===== src/rtl/prq_pkg.sv =====
package prq_pkg;

  // Port widths of the command and result channels
  localparam int OP_W         = 3;
  localparam int SLOT_PORT_W  = 5;
  localparam int PRIO_PORT_W  = 6;
  localparam int STATUS_W     = 2;
  localparam int COUNT_PORT_W = 6;

  // Default sizing
  localparam int MAX_THREADS_DEF     = 32;
  localparam int PRIORITY_LEVELS_DEF = 64;

  // Command codes
  localparam logic [OP_W-1:0] OP_CREATE  = 3'd0;
  localparam logic [OP_W-1:0] OP_SLEEP   = 3'd1;
  localparam logic [OP_W-1:0] OP_WAKE    = 3'd2;
  localparam logic [OP_W-1:0] OP_KILL    = 3'd3;
  localparam logic [OP_W-1:0] OP_RESCHED = 3'd4;

  // Result status codes
  localparam logic [STATUS_W-1:0] STATUS_OK      = 2'd0;
  localparam logic [STATUS_W-1:0] STATUS_NO_SLOT = 2'd1;
  localparam logic [STATUS_W-1:0] STATUS_INVALID = 2'd2;

  // Thread slot states
  typedef enum logic [1:0] {
    ST_FREE    = 2'd0,
    ST_READY   = 2'd1,
    ST_RUNNING = 2'd2,
    ST_SLEEP   = 2'd3
  } slot_state_t;

  // Operation applied to every cell of the ready queue in the same cycle
  typedef enum logic [1:0] {
    Q_HOLD       = 2'd0,
    Q_INSERT     = 2'd1,
    Q_POP_HEAD   = 2'd2,
    Q_REMOVE_ALL = 2'd3
  } qop_t;

  // Chain signals handed from one cell to its right neighbor
  typedef struct packed {
    logic le;    // left cell holds an entry that stays ahead of the new one
    logic hole;  // the slot to remove sits at or left of this point
  } link_t;

endpackage


===== src/rtl/prq_cell.sv =====
module prq_cell #(
  parameter int SLOT_W = 5,
  parameter int PRIO_W = 6
) (
  input  logic                clk,
  input  logic                rst_n,
  input  prq_pkg::qop_t       op,
  input  logic [SLOT_W-1:0]   new_slot,
  input  logic [PRIO_W-1:0]   new_prio,
  input  logic                left_valid,
  input  logic [SLOT_W-1:0]   left_slot,
  input  logic [PRIO_W-1:0]   left_prio,
  input  logic                right_valid,
  input  logic [SLOT_W-1:0]   right_slot,
  input  logic [PRIO_W-1:0]   right_prio,
  input  prq_pkg::link_t      link_in,
  output prq_pkg::link_t      link_out,
  output logic                valid_r,
  output logic [SLOT_W-1:0]   slot_r,
  output logic [PRIO_W-1:0]   prio_r
);
  import prq_pkg::*;

  logic              valid_nxt;
  logic [SLOT_W-1:0] slot_nxt;
  logic [PRIO_W-1:0] prio_nxt;
  logic              stays;
  logic              hit;

  assign stays         = valid_r && (prio_r <= new_prio);
  assign hit           = valid_r && (slot_r == new_slot);
  assign link_out.le   = stays;
  assign link_out.hole = link_in.hole | hit;

  always_comb begin
    valid_nxt = valid_r;
    slot_nxt  = slot_r;
    prio_nxt  = prio_r;
    unique case (op)
      Q_INSERT: begin
        if (stays) begin
          // keep: entry ranks ahead of the new one
        end else if (link_in.le) begin
          valid_nxt = 1'b1;
          slot_nxt  = new_slot;
          prio_nxt  = new_prio;
        end else begin
          valid_nxt = left_valid;
          slot_nxt  = left_slot;
          prio_nxt  = left_prio;
        end
      end
      Q_POP_HEAD: begin
        valid_nxt = right_valid;
        slot_nxt  = right_slot;
        prio_nxt  = right_prio;
      end
      Q_REMOVE_ALL: begin
        if (link_in.hole || hit) begin
          valid_nxt = right_valid;
          slot_nxt  = right_slot;
          prio_nxt  = right_prio;
        end
      end
      default: begin
      end
    endcase
  end

  always_ff @(posedge clk) begin
    if (!rst_n) begin
      valid_r <= 1'b0;
    end else begin
      valid_r <= valid_nxt;
    end
  end

  always_ff @(posedge clk) begin
    slot_r <= slot_nxt;
    prio_r <= prio_nxt;
  end

endmodule


===== src/rtl/prq_queue.sv =====
module prq_queue #(
  parameter int DEPTH  = 32,
  parameter int SLOT_W = 5,
  parameter int PRIO_W = 6
) (
  input  logic              clk,
  input  logic              rst_n,
  input  prq_pkg::qop_t     op,
  input  logic [SLOT_W-1:0] new_slot,
  input  logic [PRIO_W-1:0] new_prio,
  output logic              head_valid,
  output logic [SLOT_W-1:0] head_slot,
  output logic [PRIO_W-1:0] head_prio
);
  import prq_pkg::*;

  logic              valid_q [DEPTH];
  logic [SLOT_W-1:0] slot_q  [DEPTH];
  logic [PRIO_W-1:0] prio_q  [DEPTH];
  link_t             link_q  [DEPTH+1];

  // Head of the chain: new entry goes first unless a cell claims the spot
  assign link_q[0] = '{le: 1'b1, hole: 1'b0};

  for (genvar i = 0; i < DEPTH; i++) begin : g_cell
    logic              lv;
    logic [SLOT_W-1:0] ls;
    logic [PRIO_W-1:0] lp;
    logic              rv;
    logic [SLOT_W-1:0] rs;
    logic [PRIO_W-1:0] rp;

    if (i == 0) begin : g_first
      assign lv = 1'b0;
      assign ls = '0;
      assign lp = '0;
    end else begin : g_mid
      assign lv = valid_q[i-1];
      assign ls = slot_q[i-1];
      assign lp = prio_q[i-1];
    end

    if (i == DEPTH-1) begin : g_last
      assign rv = 1'b0;
      assign rs = '0;
      assign rp = '0;
    end else begin : g_inner
      assign rv = valid_q[i+1];
      assign rs = slot_q[i+1];
      assign rp = prio_q[i+1];
    end

    prq_cell #(
      .SLOT_W (SLOT_W),
      .PRIO_W (PRIO_W)
    ) u_cell (
      .clk         (clk),
      .rst_n       (rst_n),
      .op          (op),
      .new_slot    (new_slot),
      .new_prio    (new_prio),
      .left_valid  (lv),
      .left_slot   (ls),
      .left_prio   (lp),
      .right_valid (rv),
      .right_slot  (rs),
      .right_prio  (rp),
      .link_in     (link_q[i]),
      .link_out    (link_q[i+1]),
      .valid_r     (valid_q[i]),
      .slot_r      (slot_q[i]),
      .prio_r      (prio_q[i])
    );
  end

  assign head_valid = valid_q[0];
  assign head_slot  = slot_q[0];
  assign head_prio  = prio_q[0];

endmodule


===== src/rtl/priority_ready_queue_scheduler.sv =====
// Hardware thread scheduler with a priority-ordered ready queue.
//
// Command channel: drive in_op, in_thread_slot and in_priority_req with
// start high; the transaction is taken at the clock edge where start is high
// and busy is low. Ops: create (lowest free slot, queued, no reschedule),
// sleep the running thread, wake a slot, kill a slot, reschedule.
// Result channel: one transaction per command. out_valid is high for exactly
// one cycle and carries the running slot, a switch flag, the created slot,
// a status code and the ready queue length. The receiver cannot stall; it
// must take the result in that cycle.
//
// Timing: the ready queue is a row of cells, one entry each, that shift in
// step. After the accept edge the sequencer passes through DECODE, then
// straight to FINISH for create and invalid requests, through RESCHED for
// sleep, wake, kill or reschedule, and through RESCHED and PREEMPT when the
// running thread is preempted (pop head, then reinsert the old thread). The
// result strobe is raised in FINISH, and busy drops the cycle after the strobe.
//
// Reset (synchronous, rst_n low): all slots free, queue empty, nothing runs.
// No clearing pass is needed.
module priority_ready_queue_scheduler #(
  parameter int MAX_THREADS     = prq_pkg::MAX_THREADS_DEF,
  parameter int PRIORITY_LEVELS = prq_pkg::PRIORITY_LEVELS_DEF
) (
  input  logic                                clk,
  input  logic                                rst_n,
  input  logic                                start,
  output logic                                busy,
  input  logic [prq_pkg::OP_W-1:0]            in_op,
  input  logic [prq_pkg::SLOT_PORT_W-1:0]     in_thread_slot,
  input  logic [prq_pkg::PRIO_PORT_W-1:0]     in_priority_req,
  output logic                                out_valid,
  output logic [prq_pkg::SLOT_PORT_W-1:0]     out_running_slot,
  output logic                                out_running_valid,
  output logic                                out_switched,
  output logic [prq_pkg::SLOT_PORT_W-1:0]     out_created_slot,
  output logic [prq_pkg::STATUS_W-1:0]        out_status,
  output logic [prq_pkg::COUNT_PORT_W-1:0]    out_ready_count
);
  import prq_pkg::*;

  localparam int SLOT_W = $clog2(MAX_THREADS);
  localparam int PRIO_W = $clog2(PRIORITY_LEVELS);
  localparam int LEN_W  = $clog2(MAX_THREADS + 1);

  // Sequencer states
  localparam logic [2:0] S_IDLE    = 3'd0;
  localparam logic [2:0] S_DECODE  = 3'd1;
  localparam logic [2:0] S_RESCHED = 3'd2;
  localparam logic [2:0] S_PREEMPT = 3'd3;
  localparam logic [2:0] S_FINISH  = 3'd4;

  logic [2:0]             state_r, state_nxt;

  // Latched command transaction
  logic [OP_W-1:0]        op_r;
  logic [SLOT_PORT_W-1:0] req_slot_in_r;
  logic [PRIO_PORT_W-1:0] req_prio_in_r;
  logic                   was_valid_r;
  logic [SLOT_W-1:0]      was_slot_r;

  // Result fields
  logic [STATUS_W-1:0]    status_r, status_nxt;
  logic [SLOT_W-1:0]      created_r, created_nxt;

  // Running thread
  logic                   cur_valid_r, cur_valid_nxt;
  logic [SLOT_W-1:0]      cur_slot_r, cur_slot_nxt;
  logic [PRIO_W-1:0]      cur_prio_r, cur_prio_nxt;

  // Preempted thread waiting to go back into the queue
  logic [SLOT_W-1:0]      pend_slot_r, pend_slot_nxt;
  logic [PRIO_W-1:0]      pend_prio_r, pend_prio_nxt;

  logic [LEN_W-1:0]       len_r, len_nxt;

  // Per-slot state and priority
  slot_state_t            slot_state_r [MAX_THREADS];
  logic [PRIO_W-1:0]      slot_prio_r  [MAX_THREADS];
  logic                   st_we;
  logic [SLOT_W-1:0]      st_wslot;
  slot_state_t            st_wval;
  logic                   pr_we;

  // Lowest free slot, registered from the slot state
  logic                   ffs_any, ffs_any_r;
  logic [SLOT_W-1:0]      ffs_slot, ffs_slot_r;

  // Queue control
  qop_t                   q_op;
  logic [SLOT_W-1:0]      q_slot;
  logic [PRIO_W-1:0]      q_prio;
  logic                   head_valid;
  logic [SLOT_W-1:0]      head_slot;
  logic [PRIO_W-1:0]      head_prio;

  logic [SLOT_W-1:0]      req_slot;
  logic                   req_oob;
  slot_state_t            req_state;
  logic [PRIO_W-1:0]      create_prio;
  logic                   accept;

  assign accept    = start && (state_r == S_IDLE);
  assign req_slot  = SLOT_W'(req_slot_in_r);
  assign req_oob   = int'(req_slot_in_r) >= MAX_THREADS;
  assign req_state = slot_state_r[req_slot];

  // Saturate out-of-range priorities to the least urgent level
  assign create_prio = (int'(req_prio_in_r) >= PRIORITY_LEVELS) ?
                       PRIO_W'(PRIORITY_LEVELS - 1) : PRIO_W'(req_prio_in_r);

  prq_queue #(
    .DEPTH  (MAX_THREADS),
    .SLOT_W (SLOT_W),
    .PRIO_W (PRIO_W)
  ) u_queue (
    .clk        (clk),
    .rst_n      (rst_n),
    .op         (q_op),
    .new_slot   (q_slot),
    .new_prio   (q_prio),
    .head_valid (head_valid),
    .head_slot  (head_slot),
    .head_prio  (head_prio)
  );

  // Find the lowest free slot; the result is registered before use
  always_comb begin
    ffs_any  = 1'b0;
    ffs_slot = '0;
    for (int i = MAX_THREADS - 1; i >= 0; i--) begin
      if (slot_state_r[i] == ST_FREE) begin
        ffs_any  = 1'b1;
        ffs_slot = SLOT_W'(i);
      end
    end
  end

  // Sequencer: at most one queue operation and one slot state write per cycle
  always_comb begin
    state_nxt     = state_r;
    status_nxt    = status_r;
    created_nxt   = created_r;
    cur_valid_nxt = cur_valid_r;
    cur_slot_nxt  = cur_slot_r;
    cur_prio_nxt  = cur_prio_r;
    pend_slot_nxt = pend_slot_r;
    pend_prio_nxt = pend_prio_r;
    len_nxt       = len_r;
    st_we         = 1'b0;
    st_wslot      = req_slot;
    st_wval       = ST_FREE;
    pr_we         = 1'b0;
    q_op          = Q_HOLD;
    q_slot        = req_slot;
    q_prio        = create_prio;

    unique case (state_r)
      S_IDLE: begin
        if (accept) begin
          status_nxt  = STATUS_OK;
          created_nxt = '0;
          state_nxt   = S_DECODE;
        end
      end

      S_DECODE: begin
        unique case (op_r)
          OP_CREATE: begin
            state_nxt = S_FINISH;
            if (!ffs_any_r) begin
              status_nxt = STATUS_NO_SLOT;
            end else begin
              // Queue the new thread without rescheduling
              pr_we       = 1'b1;
              st_we       = 1'b1;
              st_wslot    = ffs_slot_r;
              st_wval     = ST_READY;
              q_op        = Q_INSERT;
              q_slot      = ffs_slot_r;
              q_prio      = create_prio;
              len_nxt     = len_r + LEN_W'(1);
              created_nxt = ffs_slot_r;
            end
          end
          OP_SLEEP: begin
            if (!cur_valid_r) begin
              status_nxt = STATUS_INVALID;
              state_nxt  = S_FINISH;
            end else begin
              st_we         = 1'b1;
              st_wslot      = cur_slot_r;
              st_wval       = ST_SLEEP;
              cur_valid_nxt = 1'b0;
              state_nxt     = S_RESCHED;
            end
          end
          OP_WAKE: begin
            if (req_oob || (req_state != ST_SLEEP)) begin
              status_nxt = STATUS_INVALID;
              state_nxt  = S_FINISH;
            end else begin
              st_we     = 1'b1;
              st_wval   = ST_READY;
              q_op      = Q_INSERT;
              q_prio    = slot_prio_r[req_slot];
              len_nxt   = len_r + LEN_W'(1);
              state_nxt = S_RESCHED;
            end
          end
          OP_KILL: begin
            if (req_oob || (req_state == ST_FREE)) begin
              status_nxt = STATUS_INVALID;
              state_nxt  = S_FINISH;
            end else begin
              if (req_state == ST_READY) begin
                q_op    = Q_REMOVE_ALL;
                len_nxt = len_r - LEN_W'(1);
              end
              if (cur_valid_r && (cur_slot_r == req_slot)) begin
                cur_valid_nxt = 1'b0;
              end
              st_we     = 1'b1;
              st_wval   = ST_FREE;
              state_nxt = S_RESCHED;
            end
          end
          OP_RESCHED: begin
            state_nxt = S_RESCHED;
          end
          default: begin
            status_nxt = STATUS_INVALID;
            state_nxt  = S_FINISH;
          end
        endcase
      end

      S_RESCHED: begin
        state_nxt = S_FINISH;
        if (cur_valid_r) begin
          // Preempt only on a strictly more urgent head
          if ((len_r != LEN_W'(0)) && (head_prio < cur_prio_r)) begin
            q_op          = Q_POP_HEAD;
            len_nxt       = len_r - LEN_W'(1);
            st_we         = 1'b1;
            st_wslot      = head_slot;
            st_wval       = ST_RUNNING;
            pend_slot_nxt = cur_slot_r;
            pend_prio_nxt = cur_prio_r;
            cur_slot_nxt  = head_slot;
            cur_prio_nxt  = head_prio;
            state_nxt     = S_PREEMPT;
          end
        end else if (len_r == LEN_W'(0)) begin
          // Halt
          cur_slot_nxt = '0;
        end else begin
          q_op          = Q_POP_HEAD;
          len_nxt       = len_r - LEN_W'(1);
          st_we         = 1'b1;
          st_wslot      = head_slot;
          st_wval       = ST_RUNNING;
          cur_valid_nxt = 1'b1;
          cur_slot_nxt  = head_slot;
          cur_prio_nxt  = head_prio;
        end
      end

      S_PREEMPT: begin
        // Put the preempted thread back behind its equals
        q_op      = Q_INSERT;
        q_slot    = pend_slot_r;
        q_prio    = pend_prio_r;
        len_nxt   = len_r + LEN_W'(1);
        st_we     = 1'b1;
        st_wslot  = pend_slot_r;
        st_wval   = ST_READY;
        state_nxt = S_FINISH;
      end

      S_FINISH: begin
        state_nxt = S_IDLE;
      end

      default: begin
        state_nxt = S_IDLE;
      end
    endcase
  end

  // Control state
  always_ff @(posedge clk) begin
    if (!rst_n) begin
      state_r     <= S_IDLE;
      cur_valid_r <= 1'b0;
      cur_slot_r  <= '0;
      len_r       <= '0;
      ffs_any_r   <= 1'b0;
      for (int i = 0; i < MAX_THREADS; i++) begin
        slot_state_r[i] <= ST_FREE;
      end
    end else begin
      state_r     <= state_nxt;
      cur_valid_r <= cur_valid_nxt;
      cur_slot_r  <= cur_slot_nxt;
      len_r       <= len_nxt;
      ffs_any_r   <= ffs_any;
      if (st_we) begin
        slot_state_r[st_wslot] <= st_wval;
      end
    end
  end

  // Payload registers
  always_ff @(posedge clk) begin
    if (accept) begin
      op_r          <= in_op;
      req_slot_in_r <= in_thread_slot;
      req_prio_in_r <= in_priority_req;
      was_valid_r   <= cur_valid_r;
      was_slot_r    <= cur_slot_r;
    end
    status_r    <= status_nxt;
    created_r   <= created_nxt;
    cur_prio_r  <= cur_prio_nxt;
    pend_slot_r <= pend_slot_nxt;
    pend_prio_r <= pend_prio_nxt;
    ffs_slot_r  <= ffs_slot;
    if (pr_we) begin
      slot_prio_r[ffs_slot_r] <= create_prio;
    end
  end

  // Result transaction, driven from registers
  assign busy              = (state_r != S_IDLE);
  assign out_valid         = (state_r == S_FINISH);
  assign out_running_valid = cur_valid_r;
  assign out_running_slot  = cur_valid_r ? SLOT_PORT_W'(cur_slot_r) : '0;
  assign out_switched      = (was_valid_r != cur_valid_r) ||
                             (cur_valid_r && (was_slot_r != cur_slot_r));
  assign out_created_slot  = SLOT_PORT_W'(created_r);
  assign out_status        = status_r;
  assign out_ready_count   = COUNT_PORT_W'(len_r);

`ifndef SYNTHESIS
  a_run_state: assert property (@(posedge clk) disable iff (!rst_n)
    cur_valid_r |-> (slot_state_r[cur_slot_r] == ST_RUNNING))
    else $error("running thread slot is not in running state");

  a_head_len: assert property (@(posedge clk) disable iff (!rst_n)
    head_valid == (len_r != LEN_W'(0)))
    else $error("queue head disagrees with queue length");

  a_accept_busy: assert property (@(posedge clk) disable iff (!rst_n)
    (start && !busy) |=> (busy && !out_valid))
    else $error("accepted command did not enter the sequencer");

  a_one_strobe: assert property (@(posedge clk) disable iff (!rst_n)
    out_valid |=> (!out_valid && !busy))
    else $error("result strobe longer than one cycle");

  a_halt_slot: assert property (@(posedge clk) disable iff (!rst_n)
    (out_valid && !cur_valid_r) |-> (cur_slot_r == '0))
    else $error("halted result with nonzero running slot");
`endif

endmodule

===== config.mk =====
export PLATFORM = sky130hd
export DESIGN_NAME = priority_ready_queue_scheduler
export DESIGN_NICKNAME = d
export VERILOG_FILES = /design/src/rtl/prq_pkg.sv /design/src/rtl/prq_cell.sv /design/src/rtl/prq_queue.sv /design/src/rtl/priority_ready_queue_scheduler.sv
export SDC_FILE = /design/constraint.sdc
export NUM_CORES = 2
export LEC_CHECK = 0
export BUFFER_PORTS_ARGS = -buffer_cell sky130_fd_sc_hd__buf_2
export CORE_MARGIN = 2
export CORE_UTILIZATION = 57
export DETAILED_ROUTE_END_ITERATION = 6
export GPL_ROUTABILITY_DRIVEN = 0
export HOLD_SLACK_MARGIN = 0.08
export MAX_ROUTING_LAYER = met4
export PLACE_DENSITY = 0.72
export SLEW_MARGIN = 10
export SYNTH_ARGS = -nofsm -noshare
export SYNTH_HDL_FRONTEND = slang
export SYNTH_HIERARCHICAL = 1
export SYNTH_SLANG_ARGS = --single-unit

===== constraint.sdc =====
create_clock -name clk -period 21.3 [get_ports clk]
set_clock_uncertainty 0.1 [all_clocks]
set_input_delay 6.39 -clock clk [delete_from_list [all_inputs] [get_ports clk]]
set_output_delay 6.39 -clock clk [all_outputs]
set_load 0.02 [all_outputs]

==> flow_summary_export.csv <==
group,metric,value,unit
worst_setup_path,timing.rr.end,"u_queue/g_cell[31].u_cell/valid_r$_SDFFE_PN0P_",
cts,clk_path_buf_depth,3,
pwr,p_total,0.003466,W
cts,root_buffer,"clkbuf_16",
die,die_w,284.4,um
drt,drc,0,
cts,cts_max_level,3,
drt,viasPerCell,6.204,
synth,synthCells,4107,
worst_setup_path,r2r_slack,13120,ps
cts,ctsResizeCount,0,
worst_setup_path,critPathMaxFanout,20,
pwr,vdd_drop_max,0.00005485,V
pwr,powerDensity,71.31,nW/um2
cts,clk_pin_slew_worst_paths,60,ps
drt,ant_nets,0,
global_routing,antenna_found_initial,0,
global_routing,grt_max_degree,195,
sta,tightest_slew,1263,ps
sta,finalCriticalPeriod,8464,ps
sta,maxSlewHeadroom,15.52,%
sta,slew_violations,0,
cells_and_area,final_cell_mix,"edfxtp_1 (652), nand2_1 (521), o21ai_0 (392), mux2i_1 (388), inv_1 (305)",
cells_and_area,seq_area,20750,um2
hold_path,holdPathEnd,"pend_prio_r[4]$_DFFE_PP_",
die,die_h,284.4,um
cells_and_area,multiInputGateArea,22040,um2
status,status,"finished clean",
placement,dp_hpwl,74690,um
drt,drt_wl_total,110100,um
die,ios,39,
global_routing,overflow,0,
global_routing,track_usage,27.76,%
global_routing,grt-busiest-layer,"met2",
worst_setup_path,required,14810,ps
hold_path,min_from,"cur_prio_r[4]$_DFFE_PP_",
synth,syn-cell-area,44820,um2
cts,clock_latency,650,ps
synth,avgSynthCellArea,10.91,um2
worst_setup_path,startpoint_type,"flop",
pwr,p_leak,16.62,nW
cells_and_area,nets,4306,
global_routing,grtUsageMet3,3.451,%
sta,final-hold-violation-count,0,
cells_and_area,syn_to_final_growth,8.439,%
cells_and_area,final_util,62.64,%
global_routing,grt_use_met2,42.10,%
cts,cts_hold_buffers,0,
hold_path,worstHoldPathCells,0,
hold_path,holdCritPathClass,"reg -> reg",
cts,tritoncts,"yes",
sta,post-route-period-util,39.74,%
cts,cts_buffers,80,
worst_setup_path,r2r_cells,74,
drt,drtIter0Drc,3531,
cts,post-cts-setup-buffers,0,
worst_setup_path,end_kind,"primary output",
drt,vias,32216,
global_routing,grt_pass1_wl,175000,um
placement,port_buffers,38,
sta,clock.fmax,118.1,MHz
worst_setup_path,critPathKind,"reg -> out",
cells_and_area,drive_gt1_share,12.16,%
cts,clock_sinks,710,
worst_setup_path,arrival,1970,ps
synth,synth.yosys.warnings,6,
run,max_cap_violations,0,
cells_and_area,stdcell_area,48610,um2
die,start_util,57.77,%
cells_and_area,fillers,6188,
sta,rsz0062_at_grt,"false",
die,die_area,80890,um2
global_routing,grt_pass1_vias,31095,
sta,setup_viol_count_final,0,
cells_and_area,final_common_cell,"edfxtp_1",
placement,placed_cell_area,45900,um2
drt,wl_per_cell,21.20,um
sta,fin_setup_tns,0,ps
cells_and_area,antenna_cells,0,
die,fp-row-count,102,
global_routing,gr-usage-met1,38.93,%
worst_setup_path,r2r_start,"state_r[0]$_SDFFE_PN0N_",
die,coreArea,77590,um2
drt,firstDrtPassIters,6,
## cell type report
| cell class | count | area share (%) |
|---|---|---|
| sequential | 710 | 42.69 |
| timing repair buffer | 98 | 1.375 |
| inverter | 306 | 2.363 |
| multi-input combinational | 2893 | 45.34 |
| clock buffer | 93 | 4.301 |
| tap | 1040 | 2.677 |
| clock inverter | 53 | 1.254 |
## metal layers
metal	wire [um]	share of wire, %
met5	0	0
met3	7661	7.0
met2	50110	46
met4	3514	3.2
met1	48800	44
## metrics by stage
stage	hold slack, ps	setup WS, ps	instances
global placement	333.4	12730	5047
detailed placement	333.9	12620	5047
finish	346.4	12840	5193
CTS	342.4	12870	5193
floorplan	326.4	10140	4133
global route	354.3	12110	5193
## sequential cells by signal, summed over array words and instances, names as in the netlist, 6 cells and up, named ones only
name and cells:
slot_prio_r 192, u_queue/g_cell.u_cell/prio_r 192, u_queue/g_cell.u_cell/slot_r 160, slot_state_r 64, u_queue/g_cell.u_cell/valid_r 32, create_prio 6
cur_prio_r 6, out_ready_count 6, pend_prio_r 6
## worst max-delay path by stage
stage / start / end / cells after the start
6_report: state_r[1]$_SDFFE_PN0N_ / busy / 3
5_1_grt: state_r[0]$_SDFFE_PN0N_ / u_queue/g_cell[31].u_cell/valid_r$_SDFFE_PN0P_ / 74
4_1_cts: state_r[1]$_SDFFE_PN0N_ / busy / 3
3_5_place_dp: rst_n / slot_state_r[1][0]$_SDFFCE_PN0P_ / 5
3_3_place_gp: rst_n / slot_state_r[5][0]$_SDFFCE_PN0P_ / 5
2_1_floorplan: state_r[0]$_SDFFE_PN0N_ / u_queue/g_cell[31].u_cell/valid_r$_SDFFE_PN0P_ / 73
## power breakdown
part | internal (W) | switching [W] | leakage [nW]
Combinational | 0.000157 | 0.000293 | 8.84
Clock | 0.000833 | 0.000588 | 1.33
Sequential | 0.00156 | 0.0000391 | 6.45
Total | 0.00255 | 0.000920 | 16.6
## worst max-delay path: stages (launching register included)
cell and delay (ps):
dfxtp_1 800, nor2_1 200, nand2_1 160, buf_2 170
Power figures use the tool's default switching activity.
